===== src/hdl/tcfp_pkg.sv =====
// ============================================================================
// Tilt-compensated floor projection: shared types and constants
// Widths of the fixed datapath fields, register map, controller states and
// the command and status bundles that join the controller and the datapath.
// ============================================================================
package tcfp_pkg;

    // Fixed field widths
    localparam int D_W    = 9;   // signed accelerometer offset
    localparam int SUM_W  = 18;  // sum of three squared offsets
    localparam int SQ_N_W = 50;  // square root operand, sum shifted up by 32
    localparam int L_W    = 25;  // vector length, square root result
    localparam int V_W    = 28;  // signed camera ray component, Q12.16
    localparam int W_W    = 29;  // signed rotated ray component, Q13.16
    localparam int DEN_W  = 36;  // divisor width of the shared divider
    localparam int FH_W   = 16;  // floor height
    localparam int PADDR_W = 3;

    localparam int SQ_SHIFT = 32;

    // Camera model
    localparam logic signed [11:0]    PIX_CX    = 12'sd512;
    localparam logic signed [11:0]    PIX_CY    = 12'sd384;
    localparam logic signed [V_W-1:0] NEG_CAM_K = -28'sd93920134;

    // Register map and reset values
    localparam logic [PADDR_W-1:0] ADDR_FLOOR_HEIGHT = 3'd0;
    localparam logic [PADDR_W-1:0] ADDR_ACCEL_ZERO   = 3'd4;
    localparam logic [15:0]        FH_RESET          = 16'd256;
    localparam logic [7:0]         AZ_RESET          = 8'd118;

    // Item kinds
    localparam logic CMD_ACCEL = 1'b0;
    localparam logic CMD_POINT = 1'b1;

    typedef enum logic [4:0] {
        ST_IDLE,
        ST_SQ,
        ST_SQRT_START,
        ST_SQRT_WAIT,
        ST_DIV_START,
        ST_DIV_WAIT,
        ST_UNIT_WRITE,
        ST_FALLBACK,
        ST_SIDE_LOAD,
        ST_CROSS_A,
        ST_CROSS_B,
        ST_CROSS_WRITE,
        ST_MAC,
        ST_W_WRITE,
        ST_PROJ_START,
        ST_PROJ_WAIT,
        ST_PROJ_WRITE,
        ST_OUT
    } state_t;

    typedef enum logic [4:0] {
        OP_NONE,
        OP_LOAD_ACCEL,
        OP_LOAD_POINT,
        OP_SQ,
        OP_SQRT_START,
        OP_SQRT_STEP,
        OP_DIV_UNIT_START,
        OP_DIV_PROJ_START,
        OP_DIV_STEP,
        OP_UNIT_WRITE,
        OP_FALLBACK,
        OP_SIDE_LOAD,
        OP_CROSS_A,
        OP_CROSS_B,
        OP_CROSS_WRITE,
        OP_MAC,
        OP_W_WRITE,
        OP_PROJ_WRITE
    } op_t;

    typedef struct packed {
        op_t        op;
        logic [1:0] idx;
        logic [1:0] row;
    } dp_cmd_t;

    typedef struct packed {
        logic sum_zero;
        logic sqrt_busy;
        logic div_busy;
        logic horizon;
    } dp_stat_t;

endpackage


===== src/hdl/tcfp_datapath.sv =====
// ============================================================================
// Tilt-compensated floor projection: datapath
// Rotation matrix, one shared signed multiplier with accumulator, a
// two-bits-per-step square root unit and a one-bit-per-step restoring divider.
// ============================================================================
module tcfp_datapath #(
    parameter int ROT_FRAC_BITS = 14,
    parameter int OUT_FRAC_BITS = 8
) (
    input  logic                 clk,
    input  logic                 rst_n,
    input  tcfp_pkg::dp_cmd_t    cmd,
    input  logic [7:0]           accel_x,
    input  logic [7:0]           accel_y,
    input  logic [7:0]           accel_z,
    input  logic [9:0]           pixel_x,
    input  logic [9:0]           pixel_y,
    input  logic [15:0]          floor_height,
    input  logic [7:0]           accel_zero,
    output tcfp_pkg::dp_stat_t   stat,
    output logic signed [31:0]   ground_x,
    output logic signed [31:0]   ground_y,
    output logic                 at_horizon
);
    import tcfp_pkg::*;

    localparam int F      = ROT_FRAC_BITS;
    localparam int O      = OUT_FRAC_BITS;
    localparam int RW     = F + 2;
    localparam int MA     = (RW > FH_W + 1) ? RW : FH_W + 1;
    localparam int MB     = (RW > W_W + 1) ? RW : W_W + 1;
    localparam int PW     = MA + MB;
    localparam int AW     = PW + 2;
    localparam int NUMW_U = F + 25;
    localparam int NUMW_P = 45 + O;
    localparam int NUMW   = ((NUMW_U > NUMW_P) ? NUMW_U : NUMW_P) + 1;
    localparam int CW     = $clog2(NUMW + 1);

    localparam logic signed [RW-1:0] ROT_ONE = {2'b01, {F{1'b0}}};

    // State and working registers
    logic signed [RW-1:0]  rot_reg [9];
    logic signed [D_W-1:0] d_reg [3];
    logic signed [D_W-1:0] vec_reg [3];
    logic [9:0]            px_reg;
    logic [9:0]            py_reg;
    logic signed [AW-1:0]  acc_reg;
    logic [SQ_N_W-1:0]     sq_n_reg;
    logic [SQ_N_W-1:0]     sq_r_reg;
    logic [SQ_N_W-1:0]     sq_b_reg;
    logic [NUMW-1:0]       num_reg;
    logic [NUMW-1:0]       quo_reg;
    logic [DEN_W-1:0]      den_reg;
    logic [DEN_W-1:0]      rem_reg;
    logic [CW-1:0]         cnt_reg;
    logic signed [W_W-1:0] w_reg [3];
    logic signed [31:0]    gx_reg;
    logic signed [31:0]    gy_reg;

    // Combinational signals
    logic [3:0]            rix;
    logic [1:0]            ci;
    logic [1:0]            cj;
    logic signed [11:0]    dx;
    logic signed [11:0]    dy;
    logic signed [V_W-1:0] v_vec [3];
    logic signed [MA-1:0]  mul_a;
    logic signed [MB-1:0]  mul_b;
    logic signed [PW-1:0]  prod;
    logic [AW-1:0]         acc_mag;
    logic [AW-1:0]         rnd_mag;
    logic [AW-1:0]         clamp_mag;
    logic [SQ_N_W-1:0]     sq_rb;
    logic [DEN_W:0]        trial;
    logic [DEN_W:0]        diff;
    logic                  ge;
    logic [D_W-1:0]        vec_mag;
    logic [W_W-1:0]        wk_mag;
    logic [W_W-1:0]        w2_mag;
    logic [DEN_W-1:0]      proj_den;
    logic [NUMW-1:0]       unit_t;
    logic signed [RW-1:0]  unit_val;
    logic signed [31:0]    proj_val;
    logic                  proj_neg;
    logic                  horizon;

    // Index arithmetic
    always_comb
    begin
        rix = {2'b00, cmd.row} * 4'd3 + {2'b00, cmd.idx};
        unique case (cmd.idx)
            2'd0:
            begin
                ci = 2'd1;
                cj = 2'd2;
            end
            2'd1:
            begin
                ci = 2'd2;
                cj = 2'd0;
            end
            default:
            begin
                ci = 2'd0;
                cj = 2'd1;
            end
        endcase
    end

    // Camera ray in Q12.16
    always_comb
    begin
        dx       = PIX_CX - $signed({2'b00, px_reg});
        dy       = $signed({2'b00, py_reg}) - PIX_CY;
        v_vec[0] = {dx, 16'b0};
        v_vec[1] = NEG_CAM_K;
        v_vec[2] = {dy, 16'b0};
    end

    // Magnitudes used by several operations
    always_comb
    begin
        vec_mag  = vec_reg[cmd.idx][D_W-1] ? D_W'(-vec_reg[cmd.idx]) : D_W'(vec_reg[cmd.idx]);
        wk_mag   = w_reg[cmd.idx][W_W-1] ? W_W'(-w_reg[cmd.idx]) : W_W'(w_reg[cmd.idx]);
        w2_mag   = w_reg[2][W_W-1] ? W_W'(-w_reg[2]) : W_W'(w_reg[2]);
        proj_den = DEN_W'({w2_mag[W_W-2:0], 8'b0});
        horizon  = (w_reg[2] == '0);
    end

    // Shared multiplier operand selection
    always_comb
    begin
        mul_a = '0;
        mul_b = '0;
        unique case (cmd.op)
            OP_SQ:
            begin
                mul_a = MA'(vec_reg[cmd.idx]);
                mul_b = MB'(vec_reg[cmd.idx]);
            end
            OP_CROSS_A:
            begin
                mul_a = MA'(rot_reg[4'd6 + {2'b00, ci}]);
                mul_b = MB'(rot_reg[{2'b00, cj}]);
            end
            OP_CROSS_B:
            begin
                mul_a = MA'(rot_reg[4'd6 + {2'b00, cj}]);
                mul_b = MB'(rot_reg[{2'b00, ci}]);
            end
            OP_MAC:
            begin
                mul_a = MA'(rot_reg[rix]);
                mul_b = MB'(v_vec[cmd.idx]);
            end
            OP_DIV_PROJ_START:
            begin
                mul_a = MA'($signed({1'b0, floor_height}));
                mul_b = MB'($signed({1'b0, wk_mag}));
            end
            default:
            begin
            end
        endcase
        prod = mul_a * mul_b;
    end

    // Rounding of the accumulator by F bits, half away from zero
    always_comb
    begin
        acc_mag   = acc_reg[AW-1] ? AW'(-acc_reg) : AW'(acc_reg);
        rnd_mag   = (acc_mag + (AW'(1) << (F - 1))) >> F;
        clamp_mag = (rnd_mag > (AW'(1) << F)) ? (AW'(1) << F) : rnd_mag;
    end

    // Square root and divider steps
    always_comb
    begin
        sq_rb = sq_r_reg + sq_b_reg;
        trial = {rem_reg, num_reg[NUMW-1]};
        ge    = (trial >= {1'b0, den_reg});
        diff  = trial - {1'b0, den_reg};
    end

    // Unit vector entry from the quotient
    always_comb
    begin
        unit_t   = (quo_reg > (NUMW'(1) << F)) ? (NUMW'(1) << F) : quo_reg;
        unit_val = vec_reg[cmd.idx][D_W-1] ? -RW'(unit_t) : RW'(unit_t);
    end

    // Ground coordinate with saturation
    always_comb
    begin
        proj_neg = w_reg[cmd.idx][W_W-1] ^ w_reg[2][W_W-1];
        if (horizon)
        begin
            if (w_reg[cmd.idx] == '0 || floor_height == '0)
                proj_val = '0;
            else if (w_reg[cmd.idx][W_W-1])
                proj_val = 32'sh8000_0000;
            else
                proj_val = 32'sh7fff_ffff;
        end
        else if (!proj_neg)
        begin
            if (quo_reg > NUMW'(32'h7fff_ffff))
                proj_val = 32'sh7fff_ffff;
            else
                proj_val = quo_reg[31:0];
        end
        else
        begin
            if (quo_reg > NUMW'(33'h1_0000_0000 >> 1))
                proj_val = 32'sh8000_0000;
            else
                proj_val = -quo_reg[31:0];
        end
    end

    // Matrix, square root and divider control registers
    always_ff @(posedge clk or negedge rst_n)
    begin
        if (!rst_n)
        begin
            for (int i = 0; i < 9; i++)
                rot_reg[i] <= (i % 4 == 0) ? ROT_ONE : '0;
            sq_b_reg <= '0;
            cnt_reg  <= '0;
        end
        else
        begin
            unique case (cmd.op)
                OP_SQRT_START:
                    sq_b_reg <= SQ_N_W'(1) << (SQ_N_W - 2);
                OP_SQRT_STEP:
                    sq_b_reg <= sq_b_reg >> 2;
                OP_DIV_UNIT_START, OP_DIV_PROJ_START:
                    cnt_reg <= CW'(NUMW);
                OP_DIV_STEP:
                    cnt_reg <= cnt_reg - 1'b1;
                OP_UNIT_WRITE:
                    rot_reg[rix] <= unit_val;
                OP_FALLBACK:
                    for (int e = 0; e < 3; e++)
                        rot_reg[{2'b00, cmd.row} * 4'd3 + 4'(e)] <=
                            (e == ((cmd.row == 2'd2) ? 2 : 0)) ? ROT_ONE : '0;
                OP_CROSS_WRITE:
                    rot_reg[4'd3 + {2'b00, cmd.idx}] <= acc_reg[AW-1]
                        ? -RW'(clamp_mag) : RW'(clamp_mag);
                default:
                begin
                end
            endcase
        end
    end

    // Working registers
    always_ff @(posedge clk)
    begin
        unique case (cmd.op)
            OP_LOAD_ACCEL:
            begin
                d_reg[0]   <= $signed({1'b0, accel_x}) - $signed({1'b0, accel_zero});
                d_reg[1]   <= $signed({1'b0, accel_y}) - $signed({1'b0, accel_zero});
                d_reg[2]   <= $signed({1'b0, accel_z}) - $signed({1'b0, accel_zero});
                vec_reg[0] <= $signed({1'b0, accel_x}) - $signed({1'b0, accel_zero});
                vec_reg[1] <= $signed({1'b0, accel_y}) - $signed({1'b0, accel_zero});
                vec_reg[2] <= $signed({1'b0, accel_z}) - $signed({1'b0, accel_zero});
            end
            OP_LOAD_POINT:
            begin
                px_reg <= pixel_x;
                py_reg <= pixel_y;
            end
            OP_SIDE_LOAD:
            begin
                vec_reg[0] <= d_reg[2];
                vec_reg[1] <= '0;
                vec_reg[2] <= -d_reg[1];
            end
            OP_SQ, OP_MAC:
                acc_reg <= ((cmd.idx == 2'd0) ? AW'(0) : acc_reg) + AW'(prod);
            OP_CROSS_A:
                acc_reg <= AW'(prod);
            OP_CROSS_B:
                acc_reg <= acc_reg - AW'(prod);
            OP_SQRT_START:
            begin
                sq_n_reg <= SQ_N_W'(acc_reg[SUM_W-1:0]) << SQ_SHIFT;
                sq_r_reg <= '0;
            end
            OP_SQRT_STEP:
            begin
                if (sq_n_reg >= sq_rb)
                begin
                    sq_n_reg <= sq_n_reg - sq_rb;
                    sq_r_reg <= (sq_r_reg >> 1) + sq_b_reg;
                end
                else
                    sq_r_reg <= sq_r_reg >> 1;
            end
            OP_DIV_UNIT_START:
            begin
                num_reg <= (NUMW'(vec_mag[7:0]) << (F + 16))
                         + NUMW'(sq_r_reg[L_W-1:0] >> 1);
                den_reg <= DEN_W'(sq_r_reg[L_W-1:0]);
                rem_reg <= '0;
                quo_reg <= '0;
            end
            OP_DIV_PROJ_START:
            begin
                num_reg <= (NUMW'(prod) << O) + NUMW'(proj_den >> 1);
                den_reg <= proj_den;
                rem_reg <= '0;
                quo_reg <= '0;
            end
            OP_DIV_STEP:
            begin
                num_reg <= num_reg << 1;
                quo_reg <= {quo_reg[NUMW-2:0], ge};
                rem_reg <= ge ? diff[DEN_W-1:0] : trial[DEN_W-1:0];
            end
            OP_W_WRITE:
                w_reg[cmd.row] <= acc_reg[AW-1] ? -W_W'(rnd_mag) : W_W'(rnd_mag);
            OP_PROJ_WRITE:
            begin
                if (cmd.idx == 2'd0)
                    gx_reg <= proj_val;
                else
                    gy_reg <= proj_val;
            end
            default:
            begin
            end
        endcase
    end

    // Status and results
    assign stat.sum_zero  = (acc_reg == '0);
    assign stat.sqrt_busy = (sq_b_reg != '0);
    assign stat.div_busy  = (cnt_reg != '0);
    assign stat.horizon   = horizon;
    assign ground_x       = gx_reg;
    assign ground_y       = gy_reg;
    assign at_horizon     = horizon;

endmodule


===== src/hdl/tcfp_ctrl.sv =====
// ============================================================================
// Tilt-compensated floor projection: controller
// Sequences the datapath through normalization, cross product, rotation
// and projection, and hands finished results to the output register.
// ============================================================================
module tcfp_ctrl (
    input  logic                clk,
    input  logic                rst_n,
    input  logic                s_tvalid,
    input  logic                item_cmd,
    input  logic                point_valid,
    input  tcfp_pkg::dp_stat_t  stat,
    input  logic                out_free,
    output logic                s_tready,
    output tcfp_pkg::dp_cmd_t   cmd,
    output logic                result_load
);
    import tcfp_pkg::*;

    state_t     state_reg, state_next;
    logic [1:0] idx_reg, idx_next;
    logic [1:0] row_reg, row_next;

    // State register
    always_ff @(posedge clk or negedge rst_n)
    begin
        if (!rst_n)
        begin
            state_reg <= ST_IDLE;
            idx_reg   <= '0;
            row_reg   <= '0;
        end
        else
        begin
            state_reg <= state_next;
            idx_reg   <= idx_next;
            row_reg   <= row_next;
        end
    end

    // Next state and commands
    always_comb
    begin
        state_next  = state_reg;
        idx_next    = idx_reg;
        row_next    = row_reg;
        cmd.op      = OP_NONE;
        cmd.idx     = idx_reg;
        cmd.row     = row_reg;
        s_tready    = 1'b0;
        result_load = 1'b0;
        unique case (state_reg)
            ST_IDLE:
            begin
                s_tready = 1'b1;
                idx_next = '0;
                if (s_tvalid)
                begin
                    if (item_cmd == CMD_ACCEL)
                    begin
                        cmd.op     = OP_LOAD_ACCEL;
                        row_next   = 2'd2;
                        state_next = ST_SQ;
                    end
                    else if (point_valid)
                    begin
                        cmd.op     = OP_LOAD_POINT;
                        row_next   = 2'd0;
                        state_next = ST_MAC;
                    end
                end
            end
            ST_SQ:
            begin
                cmd.op = OP_SQ;
                if (idx_reg == 2'd2)
                begin
                    idx_next   = '0;
                    state_next = ST_SQRT_START;
                end
                else
                    idx_next = idx_reg + 2'd1;
            end
            ST_SQRT_START:
            begin
                if (stat.sum_zero)
                    state_next = ST_FALLBACK;
                else
                begin
                    cmd.op     = OP_SQRT_START;
                    state_next = ST_SQRT_WAIT;
                end
            end
            ST_SQRT_WAIT:
            begin
                if (stat.sqrt_busy)
                    cmd.op = OP_SQRT_STEP;
                else
                    state_next = ST_DIV_START;
            end
            ST_DIV_START:
            begin
                cmd.op     = OP_DIV_UNIT_START;
                state_next = ST_DIV_WAIT;
            end
            ST_DIV_WAIT:
            begin
                if (stat.div_busy)
                    cmd.op = OP_DIV_STEP;
                else
                    state_next = ST_UNIT_WRITE;
            end
            ST_UNIT_WRITE, ST_FALLBACK:
            begin
                cmd.op = (state_reg == ST_FALLBACK) ? OP_FALLBACK : OP_UNIT_WRITE;
                if (idx_reg == 2'd2 || state_reg == ST_FALLBACK)
                begin
                    idx_next = '0;
                    if (row_reg == 2'd2)
                        state_next = ST_SIDE_LOAD;
                    else
                        state_next = ST_CROSS_A;
                end
                else
                begin
                    idx_next   = idx_reg + 2'd1;
                    state_next = ST_DIV_START;
                end
            end
            ST_SIDE_LOAD:
            begin
                cmd.op     = OP_SIDE_LOAD;
                row_next   = 2'd0;
                idx_next   = '0;
                state_next = ST_SQ;
            end
            ST_CROSS_A:
            begin
                cmd.op     = OP_CROSS_A;
                state_next = ST_CROSS_B;
            end
            ST_CROSS_B:
            begin
                cmd.op     = OP_CROSS_B;
                state_next = ST_CROSS_WRITE;
            end
            ST_CROSS_WRITE:
            begin
                cmd.op = OP_CROSS_WRITE;
                if (idx_reg == 2'd2)
                    state_next = ST_IDLE;
                else
                begin
                    idx_next   = idx_reg + 2'd1;
                    state_next = ST_CROSS_A;
                end
            end
            ST_MAC:
            begin
                cmd.op = OP_MAC;
                if (idx_reg == 2'd2)
                begin
                    idx_next   = '0;
                    state_next = ST_W_WRITE;
                end
                else
                    idx_next = idx_reg + 2'd1;
            end
            ST_W_WRITE:
            begin
                cmd.op = OP_W_WRITE;
                if (row_reg == 2'd2)
                begin
                    idx_next   = '0;
                    state_next = ST_PROJ_START;
                end
                else
                begin
                    row_next   = row_reg + 2'd1;
                    state_next = ST_MAC;
                end
            end
            ST_PROJ_START:
            begin
                if (stat.horizon)
                    state_next = ST_PROJ_WRITE;
                else
                begin
                    cmd.op     = OP_DIV_PROJ_START;
                    state_next = ST_PROJ_WAIT;
                end
            end
            ST_PROJ_WAIT:
            begin
                if (stat.div_busy)
                    cmd.op = OP_DIV_STEP;
                else
                    state_next = ST_PROJ_WRITE;
            end
            ST_PROJ_WRITE:
            begin
                cmd.op = OP_PROJ_WRITE;
                if (idx_reg == 2'd1)
                    state_next = ST_OUT;
                else
                begin
                    idx_next   = 2'd1;
                    state_next = ST_PROJ_START;
                end
            end
            ST_OUT:
            begin
                if (out_free)
                begin
                    result_load = 1'b1;
                    state_next  = ST_IDLE;
                end
            end
            default:
                state_next = ST_IDLE;
        endcase
    end

endmodule


===== src/hdl/tilt_compensated_floor_projection.sv =====
// ============================================================================
// Tilt-compensated floor projection
// Keeps a rotation matrix from accelerometer samples and projects IR camera
// points onto the floor at the configured camera height.
// ============================================================================
// An accelerometer transaction (tuser bit 0 low) rebuilds the rotation matrix
// and gives no result; it finishes sooner when a vector is zero. A valid IR
// point transaction gives one result; an invalid point is dropped at once.
// The shared divider is max(ROT_FRAC_BITS+25, OUT_FRAC_BITS+45)+1 bits long
// (54 at the defaults) and, bit-serial at one quotient bit per cycle, it
// sets most of the processing time.
// One transaction is processed at a time; the finished result waits in the
// output register, so the next transaction is taken while it is pending.
module tilt_compensated_floor_projection #(
    parameter int ROT_FRAC_BITS = 14,
    parameter int OUT_FRAC_BITS = 8
) (
    input  logic                          clk,
    input  logic                          rst_n,
    // Input stream
    input  logic                          s_tvalid,
    output logic                          s_tready,
    // accel_x[7:0], accel_y[15:8], accel_z[23:16], pixel_x[33:24],
    // pixel_y[43:34], zero fill [47:44]
    input  logic [47:0]                   s_tdata,
    // cmd[0], point_valid[1]
    input  logic [1:0]                    s_tuser,
    // Result stream
    output logic                          m_tvalid,
    input  logic                          m_tready,
    // ground_x[31:0], ground_y[63:32]
    output logic [63:0]                   m_tdata,
    // at_horizon[0]
    output logic                          m_tuser,
    // Configuration port
    input  logic                          psel,
    input  logic                          penable,
    input  logic                          pwrite,
    input  logic [tcfp_pkg::PADDR_W-1:0]  paddr,
    input  logic [31:0]                   pwdata,
    output logic [31:0]                   prdata,
    output logic                          pready
);
    import tcfp_pkg::*;

    logic [15:0]        floor_height_reg;
    logic [7:0]         accel_zero_reg;
    logic               m_tvalid_reg;
    logic [63:0]        m_tdata_reg;
    logic               m_tuser_reg;
    dp_cmd_t            dp_cmd;
    dp_stat_t           dp_stat;
    logic               result_load;
    logic               out_free;
    logic signed [31:0] ground_x;
    logic signed [31:0] ground_y;
    logic               at_horizon;
    logic               cfg_write;

    // Configuration registers
    assign pready    = 1'b1;
    assign cfg_write = psel & penable & pwrite & pready;

    always_ff @(posedge clk or negedge rst_n)
    begin
        if (!rst_n)
        begin
            floor_height_reg <= FH_RESET;
            accel_zero_reg   <= AZ_RESET;
        end
        else if (cfg_write)
        begin
            if (paddr == ADDR_FLOOR_HEIGHT)
                floor_height_reg <= pwdata[15:0];
            else if (paddr == ADDR_ACCEL_ZERO)
                accel_zero_reg <= pwdata[7:0];
        end
    end

    always_comb
    begin
        if (paddr == ADDR_FLOOR_HEIGHT)
            prdata = {16'b0, floor_height_reg};
        else if (paddr == ADDR_ACCEL_ZERO)
            prdata = {24'b0, accel_zero_reg};
        else
            prdata = '0;
    end

    // Controller
    tcfp_ctrl u_ctrl (
        .clk         (clk),
        .rst_n       (rst_n),
        .s_tvalid    (s_tvalid),
        .item_cmd    (s_tuser[0]),
        .point_valid (s_tuser[1]),
        .stat        (dp_stat),
        .out_free    (out_free),
        .s_tready    (s_tready),
        .cmd         (dp_cmd),
        .result_load (result_load)
    );

    // Datapath
    tcfp_datapath #(
        .ROT_FRAC_BITS (ROT_FRAC_BITS),
        .OUT_FRAC_BITS (OUT_FRAC_BITS)
    ) u_datapath (
        .clk          (clk),
        .rst_n        (rst_n),
        .cmd          (dp_cmd),
        .accel_x      (s_tdata[7:0]),
        .accel_y      (s_tdata[15:8]),
        .accel_z      (s_tdata[23:16]),
        .pixel_x      (s_tdata[33:24]),
        .pixel_y      (s_tdata[43:34]),
        .floor_height (floor_height_reg),
        .accel_zero   (accel_zero_reg),
        .stat         (dp_stat),
        .ground_x     (ground_x),
        .ground_y     (ground_y),
        .at_horizon   (at_horizon)
    );

    // Output register
    assign out_free = !m_tvalid_reg || m_tready;

    always_ff @(posedge clk or negedge rst_n)
    begin
        if (!rst_n)
            m_tvalid_reg <= 1'b0;
        else if (result_load)
            m_tvalid_reg <= 1'b1;
        else if (m_tready)
            m_tvalid_reg <= 1'b0;
    end

    always_ff @(posedge clk)
    begin
        if (result_load)
        begin
            m_tdata_reg <= {ground_y, ground_x};
            m_tuser_reg <= at_horizon;
        end
    end

    assign m_tvalid = m_tvalid_reg;
    assign m_tdata  = m_tdata_reg;
    assign m_tuser  = m_tuser_reg;

endmodule


===== config.mk =====
export PLATFORM = sky130hd
export DESIGN_NAME = tilt_compensated_floor_projection
export DESIGN_NICKNAME = d
export VERILOG_FILES = /design/src/hdl/tcfp_pkg.sv /design/src/hdl/tcfp_datapath.sv /design/src/hdl/tcfp_ctrl.sv /design/src/hdl/tilt_compensated_floor_projection.sv
export SDC_FILE = /design/constraint.sdc
export NUM_CORES = 2
export LEC_CHECK = 0
export BUFFER_PORTS_ARGS = -buffer_cell sky130_fd_sc_hd__buf_2
export CORE_MARGIN = 4
export CORE_UTILIZATION = 65
export CTS_BUF_LIST = sky130_fd_sc_hd__clkbuf_2 sky130_fd_sc_hd__clkbuf_4 sky130_fd_sc_hd__clkbuf_8
export DETAILED_ROUTE_END_ITERATION = 10
export HOLD_SLACK_MARGIN = 0.05
export PLACE_DENSITY = 0.87
export SETUP_SLACK_MARGIN = 0.3
export SLEW_MARGIN = 20
export SYNTH_ARGS = -nofsm -noshare
export SYNTH_HDL_FRONTEND = slang
export SYNTH_SLANG_ARGS = --single-unit

===== constraint.sdc =====
create_clock -name clk -period 14.5 [get_ports clk]
set_input_delay 1.45 -clock clk [delete_from_list [all_inputs] [get_ports clk]]
set_output_delay 1.45 -clock clk [all_outputs]
set_load 0.1 [all_outputs]

# --- Word level (Yosys, flattened, before mapping) ---
# Memories as Yosys holds them, arrays and structs flattened.
# Cells that the tools add are included.
op_classes:
  eq_ne: 53
  n_bitwise: 18
  n_addsub: 32
  reduce_logical: 42
  mul: 2
  mux: 123
  magnitude_cmp: 21
ops:
  columns: ["op", "n"]
  rows:
  - ["bitwise mux 144 bit", 5]
  - ["one-hot mux 144 bit (3 select lines)", 1]
  - ["binary-select mux 16 bit (select 4 bit)", 5]
  - ["demux 16 bit (select 4 bit)", 5]
  - ["two-way mux 16 bit", 20]
  - ["one-hot mux 50 bit (2 select lines)", 3]
  - ["two-way mux 32 bit", 6]
  - ["one-hot mux 54 bit (3 select lines)", 1]
  - ["one-hot mux 30 bit (5 select lines)", 1]
  - ["one-hot mux 49 bit (3 select lines)", 1]
  - ["one-hot mux 36 bit (2 select lines)", 2]
  - ["one-hot mux 54 bit (2 select lines)", 1]
  - ["two-way mux 50 bit", 2]
  - ["two-way mux 49 bit", 2]
  - ["one-hot mux 17 bit (5 select lines)", 1]
  - ["one-hot mux 5 bit (17 select lines)", 1]
  - ["two-way mux 28 bit", 3]
  - ["== test 5 x 4 -> 1 bit (second input constant)", 16]
  - ["one-hot mux 5 bit (15 select lines)", 1]
  - ["two-way mux 5 bit", 13]
  - ["zero test 29 bit", 2]
  - ["two-way mux 29 bit", 2]
  - ["negator 29 bit", 2]
  - ["binary-select mux 28 bit (select 2 bit)", 1]
  - ["85 further kinds", 194]
totals:
  output_inout_bits: 100
  wordCells: 324
  ram_bits: 141
  input_bits: 92
  mem_count: 3
  ff_bits: 712
memory_table:
  columns: ["name", "words", "width", "rd", "rd_ports_with_merged_regs", "wr", "line_no", "text"]
  rows:
  - ["u_datapath.w_reg", 3, 29, 2, 0, 1, "tcfp_datapath.sv:56", "logic signed [W_W-1:0] w_reg [3];"]
  - ["u_datapath.d_reg", 3, 9, 2, 0, 3, "tcfp_datapath.sv:43", "logic signed [D_W-1:0] d_reg [3];"]
  - ["u_datapath.vec_reg", 3, 9, 1, 0, 3, "tcfp_datapath.sv:44", "logic signed [D_W-1:0] vec_reg [3];"]

# --- Depth between registers and ports, before layout ---
logic_depth:
  word_depth: 11
  ltp_mapped: 58
  mapped_depth_nobuf: 52

# --- Hierarchy ---
# Synthesis repeated with hierarchy kept, for this count alone.
unflattened:
  hier_cells: 8252
  hier_area_um2: 75748.9
by_module_without_submodules:
  columns: ["module", "instances", "seq_area_each_um2", "cells_per_inst", "area_each_um2"]
  rows:
  - ["tcfp_datapath", 1, 20748.6, 7929, 71230.8]
  - ["tilt_compensated_floor_projection", 1, 2585.0, 168, 3313.2]
  - ["tcfp_ctrl", 1, 225.2, 155, 1204.9]

# --- Worst setup path after synthesis ---
# OpenSTA, ideal clock, no wires.
synth_path:
  path_kind: "register to register"
  startpoint: "register u_ctrl.idx_reg[0]"
  endpoint: "register u_datapath.acc_reg[48] (data pin)"
  required_ps: 14239
  setup_ps: 261
  arrival_ps: 12983
  setup_slack_ps: 1256
  path_stages_with_launch: 52
  path_buffers: 9
  period_less_slack_ps: 13244
  path_cell_list: "dfrtp_1 clkbuf_1 clkbuf_1 buf_1 clkbuf_1 clkinv_1 ha_1 clkbuf_1 clkbuf_1 buf_1 a21oi_1 o21ai_0 a2111oi_0 clkbuf_1 nor2_1 fa_1 inv_1 fa_1 [... 16 more ...] ha_1 nand3_1 or2_2 nor2_1 o21ai_0 a21oi_1 o2111ai_1 a21oi_1 o221ai_1 a21oi_1 o2111ai_1 a311oi_1 o31ai_1 o311ai_0 maj3_1 a22o_1 a21oi_1 a311o_1"
synth_between:
  elab_chain_cells: 11
  elab_cells_between_ends: 42
  cone_classes: "add/sub: 6; mul: 1; eq/ne: 1; mux: 25; bitwise: 6; reduce/logical: 1; memory: 2"
synth_lines:
  columns: ["element", "line_no", "text"]
  rows:
  - ["start, declared", "tcfp_ctrl.sv:21", "logic [1:0] idx_reg, idx_next;"]
  - ["start signal, assigned", "tcfp_ctrl.sv:36", "idx_reg <= idx_next;"]
  - ["== test 2 x 1 -> 1 bit / zero test 2 bit (equally long branches)", "tcfp_datapath.sv:91, tcfp_datapath.sv:283", null]
  - ["one-hot mux 2 bit (2 select lines)", "tcfp_datapath.sv:91", "unique case (cmd.idx)"]
  - ["adder 3 x 2 -> 4 bit, on equally long branches", "tcfp_datapath.sv:148, tcfp_datapath.sv:143", null]
  - ["inverter 4 -> 5 bit, on equally long branches", "tcfp_datapath.sv:148, tcfp_datapath.sv:143", null]
  - ["binary-select mux 16 bit (select 4 bit), on equally long branches", "tcfp_datapath.sv:148, tcfp_datapath.sv:143", null]
  - ["two-way mux 16 bit, on equally long branches (2 in a row)", "tcfp_datapath.sv:148, tcfp_datapath.sv:143", null]
  - ["one-hot mux 17 bit (5 select lines)", "tcfp_datapath.sv:135", "unique case (cmd.op)"]
  - ["multiplier 17 x 30 -> 47 bit", "tcfp_datapath.sv:165", "prod = mul_a * mul_b;"]
  - ["subtractor 49 x 47 -> 49 bit / adder 49 x 47 -> 49 bit (equally long branches)", "tcfp_datapath.sv:287, tcfp_datapath.sv:283", null]
  - ["one-hot mux 49 bit (3 select lines) (*)", "tcfp_datapath.sv:261", "unique case (cmd.op)"]
  - ["end signal, assigned", "tcfp_datapath.sv:283", "acc_reg <= ((cmd.idx == 2'd0) ? AW'(0) : acc_reg) + AW'(prod);"]
  - ["end signal, assigned", "tcfp_datapath.sv:285", "acc_reg <= AW'(prod);"]
  - ["end signal, assigned", "tcfp_datapath.sv:287", "acc_reg <= acc_reg - AW'(prod);"]
  - ["end, declared", "tcfp_datapath.sv:47", "logic signed [AW-1:0] acc_reg;"]
# Mark *: on every way between the ends. The rest lies on a longest branch, timed or not. The select of a mux whose other input is x is not followed.
# A chain may end at the register's enable or synchronous reset.

==> results.md <==
* Max rail drop VDD at around 0.20 mV
* Uppermost layer routed: met5
* Clock root cell: sky130_fd_sc_hd__clkbuf_8
* Number of nets in the final layout at around 9400
* Number of warning messages in the yosys log at 0
* Ratio of routed vias to standard cells at 6.66
* Biggest area consumer among synthesized cells: sky130_fd_sc_hd__edfxtp_1
* Die area at 121000 um^2
* Antenna Violating Nets Remaining at 0
* Core Util, Final at a little under three quarters
* TritonCTS clock tree: built
* Leading cell type by number of instances after synthesis: sky130_fd_sc_hd__nand2_1
* Post-synthesis share of cell area spent on xor and xnor gates at 6.08%
* Largest clock skew in the final design at 60.1 ps
* Relative slew margins at 18.2%
* Fill cell instance count of the final layout at 8387
* GR Overflow Total at 0
* Post-synthesis area per instance at ~9.2 um^2
* Async set or reset register ratio after synthesis at roughly a quarter
* Depth of the worst register-to-register path at 49
* Share of synthesized area spent on multiplexers at 3.52%
* Critical path capture point type: flip-flop
* Final Max Slew Viols at 0
* Number of clock sinks at about 820
* Horizontal die dimension at 348 um
* Status: finished with violations
* Transition time at the pin with the least slew margin at ~1200 ps
* Cell variety after synth at 103
* Detail-routed net length per standard cell at 24.4 um
* Static Leak at 34.4 nW
* Startpoint of the lowest-slack register-to-register path: u_datapath.w_reg[2][9]$_DFFE_PP_
* Detailed-route wire length at 244000 um
* Via count of the first global-routing pass at ~66000
* Wire length on met3 at between 30000 and 40000 um
* Area fraction of the dominant cell type after synthesis at around a quarter
* Dominant register cell in the synthesized netlist: sky130_fd_sc_hd__edfxtp_1
* Post-synthesis simple-gate area fraction at 16.0%
* Beginning of the worst hold path: u_datapath.ground_y[0]$_DFFE_PP_
* Count of routing violations after the opening detailed-route iteration at 8963
* Initial Utilization at 65.6%
* Unrepaired setup endpoints after global routing: false
* Detailed-placement wirelength estimate at approximately 180000 um
* Arrival time reported for the critical path endpoint at between 10000 and 15000 ps
* Buffer levels on the longest clock path at 3
* CTS H-Tree Depth at 4
* Core region area at between 100000 and 150000 um^2
* Layout overhead on the synthesized area at 8.92%
* Total via count in the routed design at 66500
* Worst hold margin at 414 ps
* Worst hold path depth at 0
* Number of cells produced by synthesis at ~8200
* Startpoint types: flip-flop
* Total routed wire length on the met1 layer at between 80000 and 90000 um
* GRT Util Overall at 39.9%
* Hold-fix buffers, CTS at 0
* Slowest cell on the critical path: sky130_fd_sc_hd__or4_1
* Final cell count without fillers at approximately 10000
* Power density cells at ~240 nW/um^2
* Critical path required time at 15110 ps
* Worst setup path category: reg2reg
* Total Negative Setup Slacks at 0 ps
* Worst-skew pair later-pin latency at about 890 ps
* Largest net degree at the start of global routing at 106
* DRC violations left at 2
* Dominant cell type by count on the critical path: sky130_fd_sc_hd__inv_1
* Worst-path clk slew at 60 ps
* Setup slack of the worst register-to-register path at 910 ps
* Hold Vio Cnt, Final at 0
* Die Height at between 300 and 400 um
* DRT Pass-1 Iters at 11
* Placed Cells at approximately 9700
* Most common library cells after synthesis: 934 x sky130_fd_sc_hd__nand2_1, 798 x sky130_fd_sc_hd__nor2_1, 743 x sky130_fd_sc_hd__inv_1
* Share of synthesized area occupied by flip-flops and latches at around a third
* Design Power at 0.0195 W
* Number of synthesized register bits at 819
* Initial antenna violation count at 9
* Number of maximum-capacitance violations at 0
* Main combinational cell family by area after synthesis: adder cells
* Fraction of final layout cells with drive strength greater than 1 at between 10% and 20%
* Total of buffers placed on input and output ports at 154
* Critical register-to-register path endpoint: u_datapath.acc_reg[48]$_DFFE_PP_
* Tmin final at 13590 ps
* Number of enable-type register cells in the synthesized netlist at 610
* Area fraction in compound gates after synthesis at between 15 and 20%
* Met2 wire len at between 100000 and 150000 um
* Adder and majority cell fraction of the synthesized area at 20.4%
* Global-route wire length before repair at between 300000 and 400000 um
* Tcrit/Tclk final at 93.7%
* Min-Delay Endpoint: m_tdata[32]$_DFFE_PP_
* Final weighted congestion in routability-driven placement at 0.994
* Crit path max fanout at 13
* Timing-limited maximum frequency at approximately 74 MHz
* Delay of the slowest cell on the worst path at about 630 ps
* Total of endpoints with negative setup slack in the final report at 0
* Worst min-delay path category: reg2reg
* Synth area leaders: sky130_fd_sc_hd__edfxtp_1 24%, sky130_fd_sc_hd__fa_1 13%, sky130_fd_sc_hd__ha_1 6.8%
* Total I/O pin count at 192
* Cell row count at about 120
* CTS buffer count at 144
* Post-Synthesis Cell Area at 75100 um^2
* Violations in the final reports: design-rule violations
worst max-delay path: cells and delay by family, from the launching register on:
kind,cells,cell delay (ps)
AND/OR/NAND/NOR,13,3220
adder cells (fa/ha/maj),9,3570
XOR/XNOR,1,360
flip-flops,1,440
buffers and inverters,9,1290
AO/OA/AOI/OAI,17,4420
metal layers:
metal	vias up	track usage (%)
met5	-	0
met2	4574	62.9
li1	29000	-
met3	1199	11.5
met1	31800	47.7
met4	6	26.9
through the flow:
| step | area, um^2 | setup slack [ps] |
|---|---|---|
| after floorplan | 75100 | 1260 |
| after global placement | 78400 | 1100 |
| after detailed placement | 78500 | 1050 |
| after CTS | 81700 | 975 |
| after global routing | 81800 | 319 |
| final | 81800 | 912 |
layout by cell type (no fill, tap or decap), types with 82 or more instances in the layout:
cell type                  Yosys  final
sky130_fd_sc_hd__edfxtp_1    610    610
sky130_fd_sc_hd__nor2_1      798    792
sky130_fd_sc_hd__mux2i_1     139    139
sky130_fd_sc_hd__nor2b_1     133    133
sky130_fd_sc_hd__ha_1        406    403
sky130_fd_sc_hd__o221ai_1    102    101
sky130_fd_sc_hd__a31oi_1      82     82
sky130_fd_sc_hd__clkbuf_8      0    155
sky130_fd_sc_hd__nand2_1     934    931
sky130_fd_sc_hd__xor2_1      202    202
sky130_fd_sc_hd__fa_1        501    500
sky130_fd_sc_hd__and2_1      133    133
sky130_fd_sc_hd__nor3_1      124    117
sky130_fd_sc_hd__dfrtp_1     200    198
sky130_fd_sc_hd__xnor2_1     317    315
sky130_fd_sc_hd__a21o_1      146    145
sky130_fd_sc_hd__buf_2         4    153
sky130_fd_sc_hd__nand3_1     116    116
sky130_fd_sc_hd__buf_4        17    262
sky130_fd_sc_hd__o21ai_0     476    471
sky130_fd_sc_hd__inv_1       743    740
sky130_fd_sc_hd__a21oi_1     446    441
sky130_fd_sc_hd__nand2b_1     87     87
logic make-up (layout without fill, tap and decap cells):
kind of cell	after synthesis	after routing
other cells	2	24
fa+ha+maj	929	929
buf+inv	1163	1437
mux	213	213
compound gates	1907	1907
xor+xnor	520	520
flops	819	819
simple gates	2629	2629
where the power goes:
part | switching, W | leakage (nW) | internal (W)
combinational | 0.00806 | 24.3 | 0.00463
clock | 0.00113 | 1.69 | 0.00132
sequential | 0.000721 | 8.42 | 0.00363
worst max path at each step:
stage | end | startpoint | slack, ps | depth (start not counted)
finish | u_datapath.acc_reg[48]$_DFFE_PP_ | u_datapath.w_reg[2][9]$_DFFE_PP_ | 910 | 49
CTS | u_datapath.acc_reg[48]$_DFFE_PP_ | u_ctrl.row_reg[0]$_DFFE_PN0P_ | 970 | 43
global placement | u_datapath.acc_reg[48]$_DFFE_PP_ | u_ctrl.row_reg[0]$_DFFE_PN0P_ | 1100 | 43
floorplan | u_datapath.acc_reg[48]$_DFFE_PP_ | u_ctrl.idx_reg[0]$_DFFE_PN0P_ | 1260 | 51
detailed placement | u_datapath.acc_reg[48]$_DFFE_PP_ | u_ctrl.row_reg[0]$_DFFE_PN0P_ | 1050 | 43
global route | u_datapath.acc_reg[48]$_DFFE_PP_ | u_ctrl.idx_reg[0]$_DFFE_PN0P_ | 320 | 47
cell type report:
type / instances / area (um^2) / share of cell area, %
antenna: 7 / 17.5 / 0.0214
clock buffer: 193 / 2420 / 2.96
clock inverter: 71 / 827 / 1.01
inverter: 750 / 2820 / 3.44
multi-input combinational: 6215 / 47400 / 57.9
sequential: 819 / 23600 / 28.8
tap: 1512 / 1890 / 2.31
timing repair buffer: 423 / 2860 / 3.49
repair_timing:
item,4_1_cts,5_1_grt
endpoints found under the hold margin,0,0
setup endpoints to repair,0,7
gates resized for setup,0,8
buffers inserted,0,2
No activity file was read; power rests on OpenSTA's default activity.
